## config.mk

```make
export PLATFORM = sky130hd
export DESIGN_NAME = mlp_cmd_fifo
export DESIGN_NICKNAME = d
export VERILOG_FILES = /design/src/hw/rtl/mlp_pkg.sv /design/src/hw/rtl/mlp_cmd_fifo.sv
export SDC_FILE = /design/constraint.sdc
export NUM_CORES = 1
export LEC_CHECK = 0
export BUFFER_PORTS_ARGS = -buffer_cell sky130_fd_sc_hd__buf_2
export CAP_MARGIN = 40
export CORE_ASPECT_RATIO = 1.25
export CORE_MARGIN = 2
export CORE_UTILIZATION = 55
export CTS_BUF_LIST = sky130_fd_sc_hd__clkbuf_4
export DETAILED_ROUTE_END_ITERATION = 16
export PLACE_DENSITY = 0.75
export SYNTH_ARGS = -nofsm -noshare
export SYNTH_HDL_FRONTEND = slang
export SYNTH_SLANG_ARGS = --single-unit
```

## constraint.sdc

```tcl
create_clock -name i_clk -period 3.59 [get_ports i_clk]
set_input_delay 0.718 -clock i_clk [delete_from_list [all_inputs] [get_ports i_clk]]
set_output_delay 0.718 -clock i_clk [all_outputs]
set_load 0.01 [all_outputs]
```

## src/hw/rtl/mlp_pkg.sv

```systemverilog
// Shared constants, types and command codes for the two-layer ReLU MLP.
`default_nettype none
package mlp_pkg;
    localparam int DIM     = 32;
    localparam int IDX_W   = (DIM > 1) ? $clog2(DIM) : 1;
    localparam int WADDR_W = $clog2(DIM * DIM);
    localparam int ACC_W   = 32 + IDX_W + 2;
    localparam int QDEPTH  = 4;
    localparam int QPTR_W  = $clog2(QDEPTH);

    typedef logic [IDX_W-1:0]   t_idx;
    typedef logic [WADDR_W-1:0] t_waddr;
    typedef logic [QPTR_W-1:0]  t_qptr;
    typedef logic [QPTR_W:0]    t_qcnt;

    localparam logic [1:0] CMD_WEIGHT = 2'd0;
    localparam logic [1:0] CMD_BIAS   = 2'd1;
    localparam logic [1:0] CMD_ELEM   = 2'd2;

    typedef enum logic [2:0] {
        OP_W1,
        OP_W2,
        OP_B1,
        OP_B2,
        OP_ELEM,
        OP_RUN
    } t_op;

    typedef struct packed {
        t_op                op;
        logic [4:0]         row;
        logic [4:0]         col;
        logic signed [15:0] value;
    } t_cmd;

    typedef struct packed {
        logic [4:0]         idx;
        logic signed [15:0] value;
        logic               last;
    } t_res;

    typedef enum logic [1:0] {
        S_IDLE,
        S_ISSUE,
        S_DRAIN,
        S_FIN
    } t_state;
endpackage
`default_nettype wire

```

## src/hw/rtl/mlp_cmd_fifo.sv

```systemverilog
// Short command queue between the front end and the compute engine.
`default_nettype none
module mlp_cmd_fifo (
    input  wire logic          i_clk,
    input  wire logic          i_rst_n,
    input  wire logic          i_push,
    input  wire mlp_pkg::t_cmd i_item,
    input  wire logic          i_pop,
    output logic               o_full,
    output logic               o_valid,
    output mlp_pkg::t_cmd      o_item
);
    import mlp_pkg::*;

    t_cmd  r_mem [QDEPTH];
    t_qptr r_wp, r_rp;
    t_qcnt r_cnt;
    logic  do_push, do_pop;

    assign o_full  = (int'(r_cnt) == QDEPTH);
    assign o_valid = (r_cnt != '0);
    assign o_item  = r_mem[r_rp];
    assign do_push = i_push && !o_full;
    assign do_pop  = i_pop && o_valid;

    always_ff @(posedge i_clk) begin
        if (do_push) begin
            r_mem[r_wp] <= i_item;
        end
    end

    always_ff @(posedge i_clk) begin
        if (!i_rst_n) begin
            r_wp  <= '0;
            r_rp  <= '0;
            r_cnt <= '0;
        end else begin
            if (do_push) begin
                r_wp <= r_wp + 1'b1;
            end
            if (do_pop) begin
                r_rp <= r_rp + 1'b1;
            end
            case ({do_push, do_pop})
                2'b10:   r_cnt <= r_cnt + 1'b1;
                2'b01:   r_cnt <= r_cnt - 1'b1;
                default: r_cnt <= r_cnt;
            endcase
        end
    end
endmodule
`default_nettype wire

```

==> key figures <==
Outcome
  – Status: finished clean

STA
  – Final period utilization: 83.61%
  – Hold Violations, Final: 0
  – TNS Setup: 0 ns
  – Final worst slack: 0.5885 ns
  – Fmax: 0.3332 GHz
  – RSZ-0062 raised after global routing: false
  – Clock Skews: 0.01394 ns
  – Relative slew slack: 48.86%
  – Final setup fails: 0
  – Least-Margin Pin Slew: 0.7672 ns
  – Final Critical Period: 3.001 ns
  – Pins Over Slew Limit: 0

Min path
  – Min-Delay Path Class: input port to flop
  – Hold path startpoint: i_item[23]
  – Hold path depth: 1

GRT
  – Largest net degree at the start of global routing: 24
  – Vias in the first global route: 2262
  – First-pass GRT wire length: 11.30 mm
  – Gr usage total: 17.39%
  – Initial antenna violation count: 1
  – Gr ovfl total: 0

Clock tree
  – Post_cts resized: 0
  – Maximum root-to-sink buffer count: 2
  – Clk pin slew, worst setup/hold paths: 0.10 ns
  – Clock sinks: 125
  – H-tree Lvls: 4
  – CTS Hold Buffers Added: 0
  – Clk root buf: clkbuf_4
  – Clock Latency Late Sink: 0.49 ns
  – CTS tree: built
  – Inserted Clock Buffers: 17
  – Postcts setup bufs: 0

Pwr
  – Clock share of power: 23.1%
  – Switch Pwr: 937.9 uW
  – Power per Cell Area: 652.0 nW/um^2
  – Sequential Power Share: 53.8%
  – Max IR drop VDD: 428.2 uV
  – Leakage power total: 1.861 nW
  – Total power: 3.497 mW
  – Internal: 2.559 mW
  – Switching Fraction: 26.82%
  – Combinational fraction of design power: 23.1%

Setup path
  – Worst R2R Start: r_cnt[2]
  – Path depth of the worst reg2reg path: 9
  – Critical path type: flop to output port
  – Crit path DAT: 2.28 ns
  – Crit. End Element: output port
  – Setup crit start kind: flop
  – Crit-path max FO: 22
  – Critical Path RT: 2.87 ns

Final layout
  – Ratio of cells with drive above 1 in the final layout: 43.81%
  – Fin util: 65.09%
  – Area occupied by multi-input gates: 935.9 sq um
  – Antenna cells: 0
  – Sequential cell area: 3665 sq um
  – Layout area overhead: 14.53%
  – Nets: 325
  – # fillers: 570

Drt
  – Total Wirelength: 7.197 mm
  – DRC: 0
  – Vias: 2137
  – DR WL/cell: 18.17 microns
  – Detail Route Antenna Nets: 0
  – DR pass1 iterations: 4
  – Number of vias per cell: 5.396
  – DRT iter0 DRCs: 115

Placed design
  – Post-DP HPWL: 4.722 mm
  – Buffers added on ports: 63
  – Worst slack at placement: 1.054 ns
  – Routability cong.: 0.7223

Floorplan
  – CORE AREA: 8240 sq um
  – I/O pin total: 64
  – DIE HEIGHT: 107.2 microns
  – Starting density of the core: 56.83%
  – Die ar.: 9274 sq um
  – DIE WIDTH: 86.54 microns
  – Row cnt: 37

Yosys
  – Post-synthesis sequential area ratio: 78.23%
  – Yosys warning count: 0
  – Syn nets: 242
  – Largest area contributor in the netlist: edfxtp_1
  – Avg Cell Area, Syn: 23.07 sq um
  – Cell variety after synth: 24
  – Synth top area share: 74.38%
  – Synth Instances: 203
  – Main area contributors after synthesis: edfxtp_1, mux4_2, dfxtp_1
  – Seq cells post-synth: 125
  – Post-synthesis cell area: 4683 sq um

Flow run
  – MaxCap Viol Count: 0
==> cells in the mapped netlist <==
library cell	count
buf_6	1
ha_1	5
edfxtp_1	116
o21ai_0	2
mux2i_1	2
dfxtp_1	9
xor2_1	1
nor3b_2	1
nor2b_1	3
nand2_1	5
o31a_1	1
and2_1	7
buf_2	3
a21boi_0	1
mux4_2	28
clkbuf_1	2
mux4_1	1
inv_1	6
or3_1	2
buf_12	1
xnor2_1	3
fa_1	1
o311ai_1	1
buf_4	1
==> per-layer routing <==
metal  up-vias  part of all wire (%)  GRT usage, %
li1       1003                     -             -
met5         -                     0             0
met2        55                    54         28.85
met4         0                   1.1         5.692
met3         6                   6.0         8.391
met1      1073                    39         19.73
==> final cells by class <==
cell class	instances	area share, %
timing repair buffer	72	7.138
multi-input combinational	64	17.45
clock buffer	21	2.939
inverter	6	0.4199
sequential	125	68.32
clock inverter	11	1.470
tap	97	2.263
==> final timing paths <==
path / endpoint / slack, ns
setup / recovery: o_item[14] / 0.59
hold / removal: r_mem[1][23] / 0.44
setup reg to reg: r_cnt[2] / 1.44
hold reg to reg: r_wp[1] / 0.51
==> sequential cells by signal (all words and copies together), names as in the netlist, named ones only <==
register,cells
r_cnt,3
r_mem,116
r_rp,2
r_wp,2
==> cell usage in the layout, fill, tap and decap left out <==
cell,synthesis,final
buf_2,3,63
dfxtp_2,0,1
clkinvlp_4,0,1
inv_1,6,6
a21boi_0,1,1
xor2_1,1,1
dfxtp_1,9,8
or3_1,2,2
mux4_2,28,28
clkbuf_4,0,21
and2_1,7,7
o311ai_1,1,1
o21ai_0,2,2
bufinv_16,0,1
buf_4,1,9
o31a_1,1,1
mux2i_1,2,2
clkinv_1,0,3
nor2b_1,3,3
clkinv_2,0,6
fa_1,1,1
nor3b_2,1,1
mux4_1,1,1
xnor2_1,3,3
ha_1,5,5
nand2_1,5,5
edfxtp_1,116,116
==> kinds of logic after synthesis <==
| family | synth area share [%] |
|---|---|
| buffers and inverters | 1.790 |
| AND/OR/NAND/NOR | 2.271 |
| multiplexers | 14.45 |
| flip-flops | 78.23 |
| AO/OA/AOI/OAI | 0.7482 |
| XOR/XNOR | 0.7482 |
| adder cells (fa/ha/maj) | 1.763 |
==> power by group through the flow <==
stage	Combinational [mW]	Clock (mW)	Sequential, mW
2_1_floorplan	0.643	0	1.83
3_3_place_gp	0.817	0	1.92
3_5_place_dp	0.825	0	1.92
4_1_cts	0.827	0.835	1.89
5_1_grt	0.880	0.905	1.91
6_report	0.809	0.807	1.88
==> worst max-delay path, cell delays in order, from the launching register on <==
cell	delay [ns]
dfxtp_2	0.84
buf_4	0.29
mux4_2	0.50
buf_2	0.15
==> through the flow <==
step	hold slack, ns	area, sq um	cells
after floorplan	0.4677	4683	203
after CTS	0.3882	5364	396
final	0.4389	5364	396
after global placement	0.4849	5127	364
after global routing	0.3689	5364	396
after detailed placement	0.4898	5127	364
Note: power is estimated with default switching activity, not from simulation.
